==> src/hw/rtl/isk_pkg.sv <==
// ============================================================================
// isk_pkg
// Shared types and constants for the stable key/tag insertion sorter.
// ============================================================================
`timescale 1ns / 1ps
`default_nettype none

package isk_pkg;

    localparam int MAX_ITEMS = 64;
    localparam int KEY_W     = 32;
    localparam int TAG_W     = 16;

    // Input item: one key/tag pair, last_in closes the set
    typedef struct packed {
        logic signed [KEY_W-1:0] sort_key;
        logic        [TAG_W-1:0] tag;
        logic                    last_in;
    } in_item_t;

    // Result item: one sorted entry of the set
    typedef struct packed {
        logic signed [KEY_W-1:0] sorted_key;
        logic        [TAG_W-1:0] sorted_tag;
        logic                    last_out;
        logic                    overflow;
    } out_item_t;

    // Contents of one sorting cell
    typedef struct packed {
        logic signed [KEY_W-1:0] key;
        logic        [TAG_W-1:0] tag;
    } entry_t;

    // Command broadcast from the controller to every cell
    typedef struct packed {
        logic ins;    // insert the broadcast entry
        logic shift;  // move every entry one cell toward the head
    } cell_cmd_t;

    typedef enum logic {
        ST_LOAD,
        ST_DRAIN
    } state_t;

endpackage : isk_pkg

`default_nettype wire

==> src/hw/rtl/isk_cell.sv <==
// ============================================================================
// isk_cell
// One cell of the insertion chain: holds one entry and its valid bit.
// ============================================================================
`timescale 1ns / 1ps
`default_nettype none

module isk_cell
    import isk_pkg::*;
(
    input  wire logic      aclk,
    input  wire logic      aresetn,
    input  wire cell_cmd_t cmd,
    input  wire entry_t    new_entry,
    input  wire logic      lower_gt,
    input  wire entry_t    lower_entry,
    input  wire logic      lower_valid,
    input  wire entry_t    upper_entry,
    input  wire logic      upper_valid,
    output logic           gt,
    output entry_t         entry,
    output logic           valid
);

    entry_t entry_reg;
    entry_t entry_next;
    logic   valid_reg;
    logic   valid_next;

    // An empty cell counts as greater, so a new entry no smaller than every held key lands at the first free cell
    assign gt = !valid_reg || (entry_reg.key > new_entry.key);

    // Choose: take lower neighbor, take new entry, take upper neighbor, or hold
    always_comb begin
        entry_next = entry_reg;
        valid_next = valid_reg;
        if (cmd.shift) begin
            entry_next = upper_entry;
            valid_next = upper_valid;
        end else if (cmd.ins && gt) begin
            if (lower_gt) begin
                entry_next = lower_entry;
                valid_next = lower_valid;
            end else begin
                entry_next = new_entry;
                valid_next = 1'b1;
            end
        end
    end

    // Hold payload without reset, clear valid on reset
    always_ff @(posedge aclk) begin
        entry_reg <= entry_next;
        if (!aresetn) begin
            valid_reg <= 1'b0;
        end else begin
            valid_reg <= valid_next;
        end
    end

    assign entry = entry_reg;
    assign valid = valid_reg;

endmodule : isk_cell

`default_nettype wire

==> config.mk <==
export PLATFORM = sky130hd
export DESIGN_NAME = isk_cell
export DESIGN_NICKNAME = d
export VERILOG_FILES = /design/src/hw/rtl/isk_pkg.sv /design/src/hw/rtl/isk_cell.sv
export SDC_FILE = /design/constraint.sdc
export NUM_CORES = 1
export LEC_CHECK = 0
export BUFFER_PORTS_ARGS = -buffer_cell sky130_fd_sc_hd__buf_2
export CAP_MARGIN = 10
export CORE_UTILIZATION = 44
export CTS_CLUSTER_DIAMETER = 40
export CTS_CLUSTER_SIZE = 40
export DETAILED_ROUTE_END_ITERATION = 7
export HOLD_SLACK_MARGIN = 0.02
export PLACE_DENSITY_LB_ADDON = 0.15
export SYNTH_ARGS = -nofsm -noshare
export SYNTH_HDL_FRONTEND = slang
export SYNTH_SLANG_ARGS = --single-unit
==> constraint.sdc <==
create_clock -name aclk -period 6.7 [get_ports aclk]
set_input_delay 0.67 -clock aclk [delete_from_list [all_inputs] [get_ports aclk]]
set_output_delay 0.67 -clock aclk [all_outputs]
set_load 0.01 [all_outputs]
==> flow_summary.json, run 1 <==
{
  "largest_reg_flops": 48,
  "met3_wirelength_um": 612,
  "ir_worst_vdd_uv": 99.7,
  "die_h_um": 88.8,
  "antenna_found_initial": 0,
  "overflow": 0,
  "synth_seq_cells": 49,
  "required_ns": 6.03,
  "finalWeightedCongestion": 0.802,
  "wl_met1_um": 3380,
  "crit_path_start": "new_entry[23]",
  "min_period_over_period_pct": 49.2,
  "layout_commonest_cell": "buf_2",
  "syn_area_sq_mm": 0.00332,
  "io_pins": 201,
  "fin_nets": 712,
  "fin_crit_ns": 3.30,
  "dr.first_iter.drc_count": 71,
  "r2r_cells": 8,
  "grt_pass1_wl_um": 12600,
  "worstReg2RegEnd": "entry[0]$_DFFE_PP_",
  "end_kind": "output port",
  "finalNonFillerCells": 629,
  "clock_path_buffers": 2,
  "syn2layout_area_growth_pct": 36.2,
  "postCtsSetupRepairBufs": 0,
  "core-area_sq_mm": 0.00725,
  "drt-total-wl_um": 8360,
  "syn_nets": 519,
  "drt_pass1_iterations": 4,
  "antenna_cells": 0,
  "status": "finished, final reports clean",
  "worst_setup_path_start_kind": "primary input",
  "wl_per_cell_um": 13.3,
  "syn_avg_cell_area_sq_um": 9.87,
  "slew_headroom_pct": 46.0,
  "ant_nets": 0,
  "post-route-drc-count": 0,
  "synthCells": 336,
  "die_x_um": 88.8,
  "start_util_pct": 45.7,
  "clockRootBuffer": "clkbuf_8",
  "worstPathMaxFanout": 3,
  "synth.yosys.seq_area_share_pct": 44.1,
  "final_cell_mix": "buf_2 (200), nand2_1 (56), o21ai_0 (52)",
  "grt_start_max_net_pins": 101,
  "rows": 31,
  "hp-class": "primary input to register",
  "num_vias": 3079,
  "setup-tns-final_ns": 0,
  "highest_layer": "met4",
  "critical_path_arrival_ns": 2.63,
  "clk_pin_slew_ns": 0.08,
  "cts_resized": 0,
  "hold_viol": 0,
  "fin_worst_skew_ns": 0.00708,
  "cts_tree": "built",
  "grt_pass1_vias": 2858,
  "numPortBuffers": 200,
  "synth_cell_type_count": 29,
  "timing.max_cap.violations": 0,
  "yosys_warnings": 0,
  "drive_gt1_share_pct": 40.4,
  "p_leak_nw": 2.38,
  "max_freq_mhz": 303,
  "clk_latency_ns": 0.30,
  "hpwl_um": 6740,
  "avgViaCountPerCell": 4.90,
  "htree_levels": 2,
  "r2r_start": "entry[17]$_DFFE_PP_",
  "tightest_slew_ns": 0.811,
  "layout_setup_ws_ns": 3.40,
  "report.final.slew_viol_count": 0,
  "placed_cells": 621,
  "setup_viol": 0,
  "r2r_slack_ns": 3.73,
  "wl_met2_um": 4230,
  "crit_type": "primary input to output port",
  "clock-sinks": 49,
  "grtUsageTotal_pct": 21.2,
  "final.fill_count": 664,
  "rsz0062_at_grt": "false",
  "endpoint": "gt",
  "cts-buffers-inserted": 5,
  "dieArea_sq_mm": 0.00789,
  "hold_buffers": 0,
  "p_per_area_mw_per_mm2": 191,
  "pre_cts_slack_ns": 3.27
}
-- synth_stat cells --
| library cell | count | area share [%] |
|---|---|---|
| o32ai_1 | 1 | 0.26 |
| o311a_1 | 1 | 0.30 |
| a221o_1 | 1 | 0.30 |
| mux2i_1 | 48 | 14 |
| o21a_1 | 1 | 0.23 |
| o21ai_0 | 53 | 8.0 |
| nor3_1 | 2 | 0.30 |
| o221a_2 | 1 | 0.34 |
| clkbuf_1 | 12 | 1.4 |
| nand4_1 | 5 | 0.94 |
| nor2_1 | 2 | 0.23 |
| buf_2 | 5 | 0.75 |
| a21oi_1 | 13 | 2.0 |
| nand2_1 | 56 | 6.3 |
| o21ai_1 | 1 | 0.15 |
| a2111oi_0 | 1 | 0.26 |
| a21oi_2 | 1 | 0.26 |
| nor2b_1 | 1 | 0.19 |
| a221oi_1 | 1 | 0.26 |
| o31a_1 | 1 | 0.26 |
| edfxtp_1 | 48 | 43 |
| dfxtp_1 | 1 | 0.60 |
| ha_1 | 32 | 12 |
| a211oi_2 | 1 | 0.38 |
| and4_1 | 3 | 0.79 |
| a21o_1 | 2 | 0.45 |
| o211ai_1 | 1 | 0.23 |
| nand3_1 | 4 | 0.60 |
| inv_1 | 37 | 4.2 |
-- how the worst min path moves through the flow --
stage,from,to,depth (start not counted),slack [ns]
finish,aresetn,valid$_SDFFE_PN0P_,2,0.61
detailed placement,valid$_SDFFE_PN0P_,valid$_SDFFE_PN0P_,3,0.63
global placement,valid$_SDFFE_PN0P_,valid$_SDFFE_PN0P_,3,0.60
global route,aresetn,valid$_SDFFE_PN0P_,2,0.59
floorplan,valid$_SDFFE_PN0P_,valid$_SDFFE_PN0P_,3,0.63
CTS,aresetn,valid$_SDFFE_PN0P_,2,0.60
-- metrics by stage --
step	power (W)	util [%]	hold slack [ns]	instance area [sq um]
6_report	0.000862	62.3	0.607	4520
3_5_place_dp	0.000663	60.7	0.626	4400
4_1_cts	0.000872	62.3	0.598	4520
3_3_place_gp	0.000655	60.7	0.604	4400
5_1_grt	0.000919	62.3	0.592	4520
2_1_floorplan	0.000547	-	0.629	3320
-- worst max-delay path, stage by stage --
cell	delay, ns
buf_2	0.09
inv_1	0.04
ha_1	0.32
a21oi_1	0.14
o21ai_1	0.10
a221o_1	0.33
o31a_1	0.31
a211oi_2	0.31
o21ai_0	0.15
buf_2	0.16
-- report_power, final --
| part | switching [W] | internal, W | total, W |
|---|---|---|---|
| combinational | 0.000135 | 0.000115 | 0.000250 |
| sequential | 0.0000180 | 0.000386 | 0.000404 |
| clock | 0.0000955 | 0.000112 | 0.000208 |
-- per-layer routing --
layer | vias up | global-route usage [%]
li1 | 1593 | -
met1 | 1351 | 23.3
met2 | 123 | 40.0
met3 | 12 | 5.78
met4 | 0 | 5.87
met5 | - | 0
-- cell type report --
class,count,area [sq um],area share (%)
sequential,49,1460,32.4
clock buffer,6,72.6,1.61
tap,99,124,2.74
clock inverter,2,38.8,0.859
inverter,37,139,3.08
timing repair buffer,203,1020,22.7
multi-input combinational,233,1660,36.7
-- cell families after synthesis --
group	after synthesis	synth area share, %
AO/OA/AOI/OAI	80	13.7
AND/OR/NAND/NOR	73	9.40
buffers and inverters	54	6.30
flip-flops	49	44.1
multiplexers	48	14.5
adder cells (fa/ha/maj)	32	12.1
(Power assumes the default switching activity.)
==> run 2, diff against run 1 <==
--- a/config.mk
+++ b/config.mk
@@ -7,7 +7,7 @@
 export LEC_CHECK = 0
 export BUFFER_PORTS_ARGS = -buffer_cell sky130_fd_sc_hd__buf_2
 export CAP_MARGIN = 10
-export CORE_UTILIZATION = 44
+export CORE_UTILIZATION = 40
 export CTS_CLUSTER_DIAMETER = 40
 export CTS_CLUSTER_SIZE = 40
 export DETAILED_ROUTE_END_ITERATION = 7
==> constraint.sdc (replaced) <==
create_clock -name aclk -period 2.7 [get_ports aclk]
set_input_delay 0.27 -clock aclk [delete_from_list [all_inputs] [get_ports aclk]]
set_output_delay 0.27 -clock aclk [all_outputs]
set_load 0.01 [all_outputs]
==> flow_summary.json, run 2 (same netlist as run 1, synthesis figures left out) <==
{
  "grtUsageTotal_pct": 20.0,
  "max_freq_mhz": 388,
  "ant_nets": 0,
  "overflow": 0,
  "final_cell_mix": "buf_2 (200), nand2_1 (56), o21ai_0 (51)",
  "htree_levels": 2,
  "ir_worst_vdd_uv": 210,
  "r2r_start": "entry[23]$_DFFE_PP_",
  "p_leak_nw": 2.40,
  "grt_start_max_net_pins": 61,
  "crit_path_start": "entry[21]$_DFFE_PP_",
  "setup-tns-final_ns": 0,
  "worst_setup_path_start_kind": "register",
  "die_x_um": 93.0,
  "hold_buffers": 0,
  "post-route-drc-count": 0,
  "fin_nets": 716,
  "clockRootBuffer": "clkbuf_8",
  "cts-buffers-inserted": 5,
  "crit_chain": "ha_4, a21oi_1, o21ai_1, a221o_1, o31a_1, a211oi_4, o21ai_1, buf_2",
  "critical_path_arrival_ns": 2.31,
  "min_period_over_period_pct": 95.4,
  "report.final.slew_viol_count": 0,
  "drt_pass1_iterations": 4,
  "rsz0062_at_grt": "false",
  "antenna_cells": 0,
  "setup_viol": 0,
  "required_ns": 2.43,
  "fin_crit_ns": 2.58,
  "clk_pin_slew_ns": 0.09,
  "crit_type": "register to output port",
  "grt_pass1_vias": 2979,
  "status": "finished, final reports clean",
  "whs_ns": 0.193,
  "antenna_found_initial": 0,
  "start_util_pct": 42.0,
  "avgViaCountPerCell": 4.85,
  "p_per_area_mw_per_mm2": 456,
  "slowest_stage": "edfxtp_1",
  "numPortBuffers": 200,
  "hp-start": "aresetn",
  "core-area_sq_mm": 0.00789,
  "worstPathMaxFanout": 2,
  "syn2layout_area_growth_pct": 39.7,
  "finalWeightedCongestion": 0.779,
  "critPathTopFamily": "compound AO/OA/AOI/OAI gates",
  "dieArea_sq_mm": 0.00866,
  "tightest_slew_ns": 0.479,
  "hpwl_um": 7150,
  "cts_tree": "built",
  "clock-sinks": 49,
  "largest_reg_flops": 48,
  "end_kind": "output port",
  "total_power_w": 0.00211,
  "drive_gt1_share_pct": 42.5,
  "num_vias": 3087,
  "clk_latency_ns": 0.30,
  "hold_viol": 0,
  "wl_per_cell_um": 13.7,
  "slew_headroom_pct": 68.1,
  "cp_num_buf_inv": 1,
  "hp-class": "primary input to register",
  "grt_pass1_wl_um": 13500,
  "io_pins": 201,
  "rows": 32,
  "crit_path_max_incr_delay_ns": 0.44,
  "die_h_um": 93.0,
  "dr.first_iter.drc_count": 64,
  "timing.max_cap.violations": 0,
  "fin_worst_skew_ns": 0.00689,
  "layout_commonest_cell": "buf_2",
  "cpMostUsedCell": "o21ai_1",
  "clock_path_buffers": 2,
  "drt-total-wl_um": 8690,
  "r2r_slack_ns": 0.13
}
## run 2: final cells by class
type,instances,area (sq um)
tap,102,128
fill,733,3260
timing repair buffer,207,1070
inverter,37,139
clock inverter,3,22.5
multi-input combinational,233,1750
clock buffer,5,68.8
sequential,49,1460
## run 2: layer usage
metal,global-route usage [%],part of all wire (%),routed length (um),up-vias
met3,5.12,6.5,569,10
li1,-,-,-,1596
met1,22.1,41,3560,1367
met2,37.8,51,4460,114
met5,0,0,0,-
met4,5.13,1.1,96,0
## run 2: power breakdown
| group | total, W | switching, W | leakage [nW] | internal (W) |
|---|---|---|---|---|
| Clock | 0.000440 | 0.000256 | 0.0481 | 0.000184 |
| Sequential | 0.00101 | 0.0000485 | 0.508 | 0.000958 |
| Combinational | 0.000664 | 0.000350 | 1.85 | 0.000315 |
| Total | 0.00211 | 0.000654 | 2.40 | 0.00146 |
## run 2: per-stage QoR
stage          cells  utilization, %  cell area, sq um  worst slack, ns
2_1_floorplan    336               -              3360         -0.00577
3_3_place_gp     627            56.8              4480            0.182
3_5_place_dp     627            56.8              4480            0.137
4_1_cts          636            58.1              4580          0.00177
5_1_grt          636            58.7              4630          0.00557
6_report         636            58.7              4630            0.125
## run 2: final timing paths
path	cells past startpoint	endpoint
min	2	valid$_SDFFE_PN0P_
min reg2reg	3	valid$_SDFFE_PN0P_
max reg2reg	8	entry[21]$_DFFE_PP_
max	8	gt
## run 2: worst register-to-register path: cells and delay by family, from the launching register on
kind,cells,cell delay (ns)
and+or+nand+nor,1,0.19
DFF,1,0.44
AOI/OAI and AO/OA,4,0.91
adders and majority gates,1,0.31
buffers and inverters,2,0.43
## run 2: timing repair
item                                    in CTS  in global routing
gates resized for setup                      1                  6
pin swaps                                    1                  3
buffers inserted                             1                  0
endpoints found under the setup margin       1                  3
