[src/hw/rtl/isk_pkg.sv]
// ============================================================================
// isk_pkg
// Shared types and constants for the stable key/tag insertion sorter.
// ============================================================================
`timescale 1ns / 1ps
`default_nettype none

package isk_pkg;

    localparam int MAX_ITEMS = 64;
    localparam int KEY_W     = 32;
    localparam int TAG_W     = 16;

    // Input item: one key/tag pair, last_in closes the set
    typedef struct packed {
        logic signed [KEY_W-1:0] sort_key;
        logic        [TAG_W-1:0] tag;
        logic                    last_in;
    } in_item_t;

    // Result item: one sorted entry of the set
    typedef struct packed {
        logic signed [KEY_W-1:0] sorted_key;
        logic        [TAG_W-1:0] sorted_tag;
        logic                    last_out;
        logic                    overflow;
    } out_item_t;

    // Contents of one sorting cell
    typedef struct packed {
        logic signed [KEY_W-1:0] key;
        logic        [TAG_W-1:0] tag;
    } entry_t;

    // Command broadcast from the controller to every cell
    typedef struct packed {
        logic ins;    // insert the broadcast entry
        logic shift;  // move every entry one cell toward the head
    } cell_cmd_t;

    typedef enum logic {
        ST_LOAD,
        ST_DRAIN
    } state_t;

endpackage : isk_pkg

`default_nettype wire

[src/hw/rtl/isk_ctrl.sv]
// ============================================================================
// isk_ctrl
// Load/drain sequencer and overflow flag for the insertion chain.
// ============================================================================
`timescale 1ns / 1ps
`default_nettype none

module isk_ctrl
    import isk_pkg::*;
(
    input  wire logic  aclk,
    input  wire logic  aresetn,
    input  wire logic  s_valid,
    input  wire logic  s_last,
    output logic       s_ready,
    output logic       m_valid,
    input  wire logic  m_ready,
    input  wire logic  full,
    input  wire logic  second_valid,
    output cell_cmd_t  cmd,
    output logic       dropped
);

    state_t state_reg;
    state_t state_next;
    logic   dropped_reg;
    logic   dropped_next;

    // Register state and overflow flag
    always_ff @(posedge aclk) begin
        if (!aresetn) begin
            state_reg   <= ST_LOAD;
            dropped_reg <= 1'b0;
        end else begin
            state_reg   <= state_next;
            dropped_reg <= dropped_next;
        end
    end

    // Next state, cell commands and handshakes
    always_comb begin
        state_next   = state_reg;
        dropped_next = dropped_reg;
        cmd          = '0;
        s_ready      = 1'b0;
        m_valid      = 1'b0;
        case (state_reg)
            ST_LOAD: begin
                s_ready = 1'b1;
                if (s_valid) begin
                    // Drop the item when every cell is taken
                    cmd.ins = !full;
                    if (full) begin
                        dropped_next = 1'b1;
                    end
                    if (s_last) begin
                        state_next = ST_DRAIN;
                    end
                end
            end
            ST_DRAIN: begin
                m_valid = 1'b1;
                if (m_ready) begin
                    cmd.shift = 1'b1;
                    if (!second_valid) begin
                        state_next   = ST_LOAD;
                        dropped_next = 1'b0;
                    end
                end
            end
            default: begin
                state_next = ST_LOAD;
            end
        endcase
    end

    assign dropped = dropped_reg;

endmodule : isk_ctrl

`default_nettype wire
[config.mk]
export PLATFORM = sky130hd
export DESIGN_NAME = isk_ctrl
export DESIGN_NICKNAME = d
export VERILOG_FILES = /design/src/hw/rtl/isk_pkg.sv /design/src/hw/rtl/isk_ctrl.sv
export SDC_FILE = /design/constraint.sdc
export NUM_CORES = 1
export LEC_CHECK = 0
export BUFFER_PORTS_ARGS = -buffer_cell sky130_fd_sc_hd__buf_2
export CAP_MARGIN = 20
export CORE_AREA = 2 2 39 41
export DETAILED_ROUTE_END_ITERATION = 16
export DIE_AREA = 0 0 41 43
export GPL_TIMING_DRIVEN = 0
export PLACE_DENSITY = 0.35
export SLEW_MARGIN = 20
export SYNTH_ARGS = -nofsm -noshare
export SYNTH_HDL_FRONTEND = slang
export SYNTH_SLANG_ARGS = --single-unit
[constraint.sdc]
create_clock -name aclk -period 0.8 [get_ports aclk]
set_input_delay 0.16 -clock aclk [delete_from_list [all_inputs] [get_ports aclk]]
set_output_delay 0.16 -clock aclk [all_outputs]
set_load 0.01 [all_outputs]
==> results of run 1 <==
==> worst max-delay path: stages, from the launching register on <==
cell	delay [ns]
dfxtp_4	0.35
inv_6	0.07
nand2_4	0.05
nor2_4	0.10
buf_6	0.10
==> metal layers <==
| layer | GRT usage | up-vias | wire, um |
|---|---|---|---|
| met5 | 0 | - | 0 |
| met3 | 0.06283 | 0 | 56 |
| met2 | 0.05938 | 12 | 94 |
| met4 | 0.02000 | 0 | 0 |
| li1 | - | 81 | - |
| met1 | 0.08280 | 59 | 214 |
==> layout by cell type (no fill, tap or decap), drive strengths merged <==
master  instances
buf            14
clkbuf          4
o21ai           2
inv             2
nand2           2
nor2            2
dfxtp           2
nand3           1
a21boi          1
o311ai          1
==> report_power, final <==
part	leakage, nW	internal, mW	total [mW]	switching, mW
logic	0.0962	0.0638	0.113	0.0489
registers	0.0175	0.108	0.115	0.00732
clock network	0.0150	0.186	0.247	0.0616
total	0.129	0.358	0.475	0.118
==> how the worst min path moves through the flow <==
stage | end | cells after the start
final | state_reg | 3
after global routing | state_reg | 3
after CTS | dropped | 3
after detailed placement | state_reg | 3
after global placement | dropped | 3
after floorplan | dropped | 2
==> layout make-up <==
cell class | instances | area share
Tap cell | 16 | 0.07273
Timing Repair Buffer | 14 | 0.3727
Inverter | 2 | 0.04545
Clock buffer | 4 | 0.09545
Sequential cell | 2 | 0.1636
Multi-Input combinational cell | 9 | 0.2500
==> synth_stat cells <==
cell,n
nand2_1,2
inv_1,1
dfxtp_1,2
o21ai_1,1
a21boi_1,1
o311ai_2,1
inv_2,1
nor2_1,2
nand3_1,1
o21ai_0,1
==> repair_timing <==
action	4_1_cts	5_1_grt
endpoints found under the setup margin	6	7
gates resized for setup	4	6
cloned	0	0
pin swaps	1	3
buffers inserted	3	2
endpoints found under the hold margin	0	0
==> kinds of logic (layout without fill, tap and decap cells) <==
| kind of cell | Yosys count | after routing |
|---|---|---|
| AO/OA/AOI/OAI | 4 | 4 |
| buffers and inverters | 2 | 20 |
| flip-flops | 2 | 2 |
| AND/OR/NAND/NOR | 5 | 5 |
==> stage by stage <==
| stage | util | instances | area, um2 |
|---|---|---|---|
| 2_1_floorplan | - | 13 | 110.1 |
| 3_3_place_gp | 0.1338 | 40 | 185.2 |
| 3_5_place_dp | 0.1338 | 40 | 185.2 |
| 4_1_cts | 0.1808 | 47 | 250.2 |
| 5_1_grt | 0.1989 | 47 | 275.3 |
| 6_report | 0.1989 | 47 | 275.3 |
==> flow_metrics.env, run 1 <==
export IMPL_cts_tree="built"
export IMPL_drtIter0Drc=1
export IMPL_antenna_cells=0
export IMPL_cp_start_kind="register"
export IMPL_min_from="s_last"
export IMPL_io_pins=12
export IMPL_synth_top_family_by_area="compound AO/OA/AOI/OAI gates"
export IMPL_netlist_area_um2=101.3
export IMPL_track_usage=0.06006
export IMPL_core_mm2=0.001384
export IMPL_die_h_um=43
export IMPL_avgSynthCellArea_um2=7.796
export IMPL_multi_input_area_um2=68.82
export IMPL_routed_wl_um=365
export IMPL_yosys_area_share_simple=0.1975
export IMPL_synth_top_cell_area_share=0.3951
export IMPL_path_class="reg -> out"
export IMPL_seq_area_um2=45.04
export IMPL_dpl_worst_slack_ns=-0.06180
export IMPL_fin_setup_tns_ns=-0.9434
export IMPL_end_kind="output port"
export IMPL_hold_class="in -> reg"
export IMPL_hpwl_um=276.2
export IMPL_vias=152
export IMPL_finish_net_count=39
export IMPL_r2r_cells=4
export IMPL_p_leak_nw=0.1287
export IMPL_crit_required_ns=0.64
export IMPL_place_port_buffers=11
export IMPL_start_util=0.07324
export IMPL_p_per_area_mw_per_mm2=1727
export IMPL_synthCells=13
export IMPL_ys_seq_area_frac=0.3951
export IMPL_synth_compound_area_frac=0.3333
export IMPL_via_per_inst=3.234
export IMPL_power_total_mw=0.4753
export IMPL_path_max_fanout=5
export IMPL_clkSlewWorstSetupHoldPaths_ns=0.03
export IMPL_grt_pass1_wl_um=641
export IMPL_rows=14
export IMPL_crit_end="cmd[1]"
export IMPL_clk_latency_ns=0.22
export IMPL_dr_pass1_iters=2
export IMPL_r2r_end="dropped"
export IMPL_synth_cell_types=10
export IMPL_cts_buffers_inserted=3
export IMPL_grt_max_degree=6
export IMPL_max_slew_margin=0.8694
export IMPL_fillers=153
export IMPL_slew_violations=0
export IMPL_hold_viol_final=0
export IMPL_grt_pass1_vias=145
export IMPL_yosys_warnings=0
export IMPL_die_x_um=41
export IMPL_min_period_over_period=1.328
export IMPL_crit_start="state_reg"
export IMPL_hold_buffers=0
export IMPL_yosysTopAreaCell="dfxtp_1"
export IMPL_fin_skew_ns=0.005396
export IMPL_wl_per_cell_um=7.766
export IMPL_drive_gt1_frac=0.7419
export IMPL_max_freq_mhz=941.6
export IMPL_ys_seq_elements=2
export IMPL_synth_area_leaders="dfxtp_1 40%, o311ai_2 16%, a21boi_1 7.4%"
export IMPL_worst_slew_pin_slew_ns=0.1956
export IMPL_holdWs_ns=0.1903
export IMPL_peakVddDrop_uv=1022
export IMPL_area_growth_syn_to_layout_pct=171.6
export IMPL_synthXorXnorAreaFrac=0
export IMPL_rsz0062_at_grt="yes"
export IMPL_outcome="finished, violations left"
export IMPL_fin_crit_ns=1.062
export IMPL_synthMuxAreaShare=0
export IMPL_ctsRootBufferMaster="clkbuf_4"
export IMPL_finalSetupViolCount=6
export IMPL_drc_errors=0
export IMPL_die_area_mm2=0.001763
export IMPL_h_tree_depth=1
export IMPL_cp_arrival_ns=0.90
export IMPL_r2r_start="state_reg"
export IMPL_ff2ff_setup_slack_ns=-0.19
export IMPL_synth_net_count=20
export IMPL_gp_congestion=0.6040
export IMPL_synth_fa_ha_area_frac=0
export IMPL_ant_nets=0
export IMPL_setup_ws_ns=-0.2621
export IMPL_antenna_found_initial=0
export IMPL_gr_total_overflow=0
export IMPL_clockBufferDepth=2
export IMPL_max_cap_violations=0
export IMPL_violations="negative setup slack"
export IMPL_cts_sinks=2
Note: power is estimated with default switching activity, not from simulation.
==> inputs of run 2 (changes only) <==
--- a/config.mk
+++ b/config.mk
@@ -12,6 +12,7 @@
 export DIE_AREA = 0 0 41 43
 export GPL_TIMING_DRIVEN = 0
 export PLACE_DENSITY = 0.35
+export REMOVE_ABC_BUFFERS = 1
 export SLEW_MARGIN = 20
 export SYNTH_ARGS = -nofsm -noshare
 export SYNTH_HDL_FRONTEND = slang
==> run 2 against run 1 <==
The run still ends with negative setup slack left. Clock skew decreased by 0.0048 ns. Sequential share of layout area down 1.7 points. Wire length increased by 16%. Count of clock-buffer cells in the layout down 1. Clock power is 10% lower. Critical path type unchanged. Critical endpoint unchanged.
==> flow_metrics.env, run 2 (same netlist as run 1, synthesis figures left out) <==
export IMPL_wl_met2_um=159
export IMPL_power_total_mw=0.4644
export IMPL_h_tree_depth=1
export IMPL_hold_buffers=0
export IMPL_track_usage=0.06413
export IMPL_highest_layer="met3"
export IMPL_finalSetupViolCount=6
export IMPL_cp_arrival_ns=0.91
export IMPL_wl_met1_um=200
export IMPL_core_mm2=0.001384
export IMPL_crit_required_ns=0.64
export IMPL_vias=170
export IMPL_end_kind="output port"
export IMPL_rows=14
export IMPL_hpwl_um=284.1
export IMPL_cts_sinks=2
export IMPL_place_inst=40
export IMPL_via_per_inst=3.400
export IMPL_p_leak_nw=0.1453
export IMPL_instances_no_fill=50
export IMPL_final_cell_mix="8 x buf_2, 6 x buf_6, 4 x buf_4"
export IMPL_ant_nets=0
export IMPL_met3WireLength_um=66
export IMPL_fin_crit_ns=1.074
export IMPL_max_cap_violations=0
export IMPL_clk_latency_ns=0.22
export IMPL_wl_per_cell_um=8.500
export IMPL_gr_total_overflow=0
export IMPL_p_per_area_mw_per_mm2=1600
export IMPL_drc_errors=0
export IMPL_hold_class="in -> reg"
export IMPL_drive_gt1_frac=0.7941
export IMPL_worst_slew_pin_slew_ns=0.1956
export IMPL_antenna_found_initial=0
export IMPL_cts_tree="built"
export IMPL_die_x_um=41
export IMPL_slew_violations=0
export IMPL_cts_buffers_inserted=3
export IMPL_clkSlewWorstSetupHoldPaths_ns=0.03
export IMPL_routed_wl_um=425
export IMPL_dr_pass1_iters=2
export IMPL_drtIter0Drc=1
export IMPL_grt_max_degree=5
export IMPL_die_h_um=43
export IMPL_hold_viol_final=0
export IMPL_grt_pass1_wl_um=690
export IMPL_cp_start_kind="register"
export IMPL_max_freq_mhz=931.4
export IMPL_area_growth_syn_to_layout_pct=186.4
export IMPL_finish_net_count=43
export IMPL_outcome="finished, violations left"
export IMPL_fillers=161
export IMPL_place_port_buffers=11
export IMPL_fin_skew_ns=0.0006284
export IMPL_final_common_cell="buf_2"
export IMPL_start_util=0.07324
export IMPL_io_pins=12
export IMPL_ctsRootBufferMaster="clkbuf_4"
export IMPL_violations="negative setup slack"
export IMPL_peakVddDrop_uv=443.3
export IMPL_setup_ws_ns=-0.2737
export IMPL_antenna_cells=0
export IMPL_grt_pass1_vias=181
export IMPL_rsz0062_at_grt="yes"
export IMPL_path_class="reg -> out"
export IMPL_min_period_over_period=1.342
export IMPL_path_max_fanout=4
export IMPL_gp_congestion=0.6407
export IMPL_clockBufferDepth=2
export IMPL_die_area_mm2=0.001763
export IMPL_max_slew_margin=0.8694
==> run 2: changes by cell type in the layout (fill, tap and decap cells not counted), sizes merged <==
| cell | change |
|---|---|
| buf | +4 |
| clkbuf | -1 |
==> run 2: layout make-up <==
| type | count | area, um2 | area share |
|---|---|---|---|
| timing repair buffer | 18 | 137.6 | 0.4741 |
| multi-input combinational | 9 | 60.06 | 0.2069 |
| sequential | 2 | 42.54 | 0.1466 |
| clock buffer | 3 | 22.52 | 0.07759 |
| tap | 16 | 20.02 | 0.06897 |
| inverter | 2 | 7.507 | 0.02586 |
==> run 2: path summary, 6_finish.rpt <==
kind | from | to | depth (start not counted) | slack (ns)
worst min-delay path | full | dropped | 3 | 0.18
worst min register to register | dropped | dropped | 3 | 0.59
worst max register to register | state_reg | dropped | 5 | -0.24
worst max-delay path | state_reg | cmd[1] | 4 | -0.27
==> run 2: critical path, stage by stage (launching register included) <==
cell and delay (ns):
dfxtp_2 0.31, inv_2 0.08, nand2_2 0.06, nor2_1 0.10, buf_2 0.14
==> run 2: metal layers <==
metal / up-vias / global-route usage
li1: 86 / -
met3: 0 / 0.04712
met2: 12 / 0.06563
met1: 72 / 0.07987
met4: 0 / 0.06000
met5: - / 0
==> run 2: report_power, final <==
| group | leakage, nW | switching [mW] | total, mW | internal (mW) |
|---|---|---|---|---|
| Combinational | 0.114 | 0.0499 | 0.127 | 0.0774 |
| Sequential | 0.0172 | 0.00502 | 0.115 | 0.110 |
| Clock | 0.0138 | 0.0568 | 0.222 | 0.165 |
==> run 2: through the flow <==
step                      worst slack [ns]    util  cell area, um2  hold WS, ns  TNS [ns]
after floorplan                    -0.1326       -           101.3       0.2926   -0.1977
after global placement             -0.1072  0.1275           176.4       0.4277   -0.1763
after detailed placement           -0.1089  0.1275           176.4       0.4208   -0.1767
after CTS                          -0.2750  0.1881           260.3       0.1746    -1.082
after global routing               -0.3054  0.2098           290.3       0.2015    -1.359
final                              -0.2737  0.2098           290.3       0.1849    -1.116
==> run 2: what timing repair did <==
action | CTS | global route
setup buffers | 5 | 2
setup endpoints to repair | 6 | 7
gates resized for setup | 6 | 5
pin swaps | 2 | 4
==> inputs of run 3 (changes only) <==
--- a/config.mk
+++ b/config.mk
@@ -13,6 +13,7 @@
 export GPL_TIMING_DRIVEN = 0
 export PLACE_DENSITY = 0.35
 export REMOVE_ABC_BUFFERS = 1
+export SETUP_SLACK_MARGIN = 0.15
 export SLEW_MARGIN = 20
 export SYNTH_ARGS = -nofsm -noshare
 export SYNTH_HDL_FRONTEND = slang
==> run 3 against run 2 <==
The flow still finishes with violations (negative setup slack). Worst hold slack is essentially flat. First-iteration DRC count unchanged. Core utilization rose by 0.36 points. Count of clock-buffer cells in the layout stayed put. Highest routed layer unchanged.
==> flow_metrics.env, run 3 (same netlist as run 1, synthesis figures left out) <==
export IMPL_max_freq_mhz=936.4
export IMPL_start_util=0.07324
export IMPL_gp_congestion=0.6407
export IMPL_via_per_inst=3.420
export IMPL_path_max_fanout=4
export IMPL_min_from="full"
export IMPL_r2r_end="dropped"
export IMPL_p_int_mw=0.3536
export IMPL_ctsRootBufferMaster="clkbuf_4"
export IMPL_dr_pass1_iters=2
export IMPL_design_area_um2=295.3
export IMPL_hpwl_um=284.1
export IMPL_crit_required_ns=0.64
export IMPL_cts_tree="built"
export IMPL_die_area_mm2=0.001763
export IMPL_seq_area_um2=42.54
export IMPL_worst_slew_pin_slew_ns=0.1956
export IMPL_violations="negative setup slack"
export IMPL_fin_skew_ns=0.0006284
export IMPL_ant_nets=0
export IMPL_placed_area_um2=176.4
export IMPL_worstPathCellList="inv_2 > nand2_2 > nor2_1 > buf_2"
export IMPL_cts_sinks=2
export IMPL_drtIter0Drc=1
export IMPL_antenna_cells=0
export IMPL_instances_no_fill=50
export IMPL_clk_latency_ns=0.22
export IMPL_r2r_start="state_reg"
export IMPL_power_frac_comb=0.278
export IMPL_grt_pass1_wl_um=717
export IMPL_core_mm2=0.001384
export IMPL_track_usage=0.06613
export IMPL_path_class="reg -> out"
export IMPL_max_cap_violations=0
export IMPL_multi_input_area_um2=65.06
export IMPL_final_common_cell="buf_2"
export IMPL_outcome="finished, violations left"
export IMPL_hold_depth=3
export IMPL_io_pins=12
export IMPL_p_seq_frac=0.246
export IMPL_rsz0062_at_grt="yes"
export IMPL_end_kind="output port"
export IMPL_setup_ws_ns=-0.2680
export IMPL_antenna_found_initial=0
export IMPL_vias=171
export IMPL_clkSlewWorstSetupHoldPaths_ns=0.03
export IMPL_gr_total_overflow=0
export IMPL_power_switching_mw=0.1132
export IMPL_cp_start_kind="register"
export IMPL_hold_class="in -> reg"
export IMPL_routed_wl_um=431
export IMPL_die_x_um=41
export IMPL_drc_errors=0
export IMPL_holdWs_ns=0.1849
export IMPL_path_depth=4
export IMPL_hold_buffers=0
export IMPL_peakVddDrop_uv=443.5
export IMPL_min_to="dropped"
export IMPL_fin_setup_tns_ns=-1.113
export IMPL_drive_gt1_frac=0.8235
export IMPL_fillers=160
export IMPL_cp_num_buf_inv=2
export IMPL_finalSetupViolCount=6
export IMPL_wl_per_cell_um=8.620
export IMPL_final_cell_mix="8 x buf_2, 6 x buf_6, 4 x buf_4"
export IMPL_ff2ff_setup_slack_ns=-0.24
export IMPL_grt_max_degree=5
export IMPL_area_growth_syn_to_layout_pct=191.4
export IMPL_place_port_buffers=11
export IMPL_h_tree_depth=1
export IMPL_power_share_switching=0.2425
export IMPL_p_per_area_mw_per_mm2=1581
export IMPL_max_slew_margin=0.8694
export IMPL_grt_pass1_vias=185
export IMPL_place_inst=40
export IMPL_fin_crit_ns=1.068
export IMPL_cp_arrival_ns=0.91
export IMPL_critical_path_max_stage_delay_ns=0.31
export IMPL_rows=14
export IMPL_cp_top_family="flip-flops"
export IMPL_min_period_over_period=1.335
export IMPL_clockPowerShare=0.476
export IMPL_dpl_worst_slack_ns=-0.1089
export IMPL_clockBufferDepth=2
export IMPL_finish_net_count=43
export IMPL_cts_buffers_inserted=3
export IMPL_p_leak_nw=0.1469
export IMPL_hold_viol_final=0
export IMPL_critical_path_slowest_cell="dfxtp_2"
export IMPL_die_h_um=43
export IMPL_r2r_cells=5
export IMPL_slew_violations=0
==> run 3: cell counts in the layout (fill, tap and decap cells not counted) <==
No cell type changed its count.
==> run 3: metal layers <==
layer	vias up	track usage	routed length, um
li1	86	-	-
met1	73	0.08626	205
met2	12	0.06563	157
met3	0	0.04712	68
met4	0	0.06000	0
met5	-	0	0
==> run 3: repair_timing <==
action                     in CTS  in global routing
setup endpoints to repair       7                  7
pin swaps                       3                  4
gates resized for setup         7                  5
setup buffers                   5                  2
==> run 3: power groups by stage <==
stage	clock (mW)	combinational (mW)	sequential (mW)
after global routing	0.244	0.140	0.116
after floorplan	0	0.0260	0.118
final	0.222	0.130	0.115
after global placement	0	0.0671	0.115
after CTS	0.238	0.110	0.115
after detailed placement	0	0.0661	0.115
==> run 3: how the worst max path moves through the flow <==
stage | start | endpoint | slack, ns
floorplan | state_reg | dropped | -0.13
global placement | state_reg | dropped | -0.11
detailed placement | state_reg | dropped | -0.11
CTS | state_reg | cmd[1] | -0.27
global route | state_reg | cmd[1] | -0.31
finish | state_reg | cmd[1] | -0.27
==> run 3: worst reg2reg max path, stage by stage (launching register included) <==
cell and delay, ns:
dfxtp_2 0.32, inv_2 0.06, buf_6 0.11, buf_6 0.10
o311ai_2 0.22, o21ai_1 0.09
==> run 3: through the flow <==
stage	total power, mW	utilization
final	0.4668	0.2134
after global routing	0.5009	0.2134
after CTS	0.4625	0.1917
after detailed placement	0.1814	0.1275
after global placement	0.1825	0.1275
after floorplan	0.1442	-
==> run 3: cell type report <==
type | instances | share of cell area
Inverter | 2 | 0.02542
Sequential cell | 2 | 0.1441
Multi-Input combinational cell | 9 | 0.2203
Clock buffer | 3 | 0.07627
Tap cell | 16 | 0.06780
Timing Repair Buffer | 18 | 0.4661
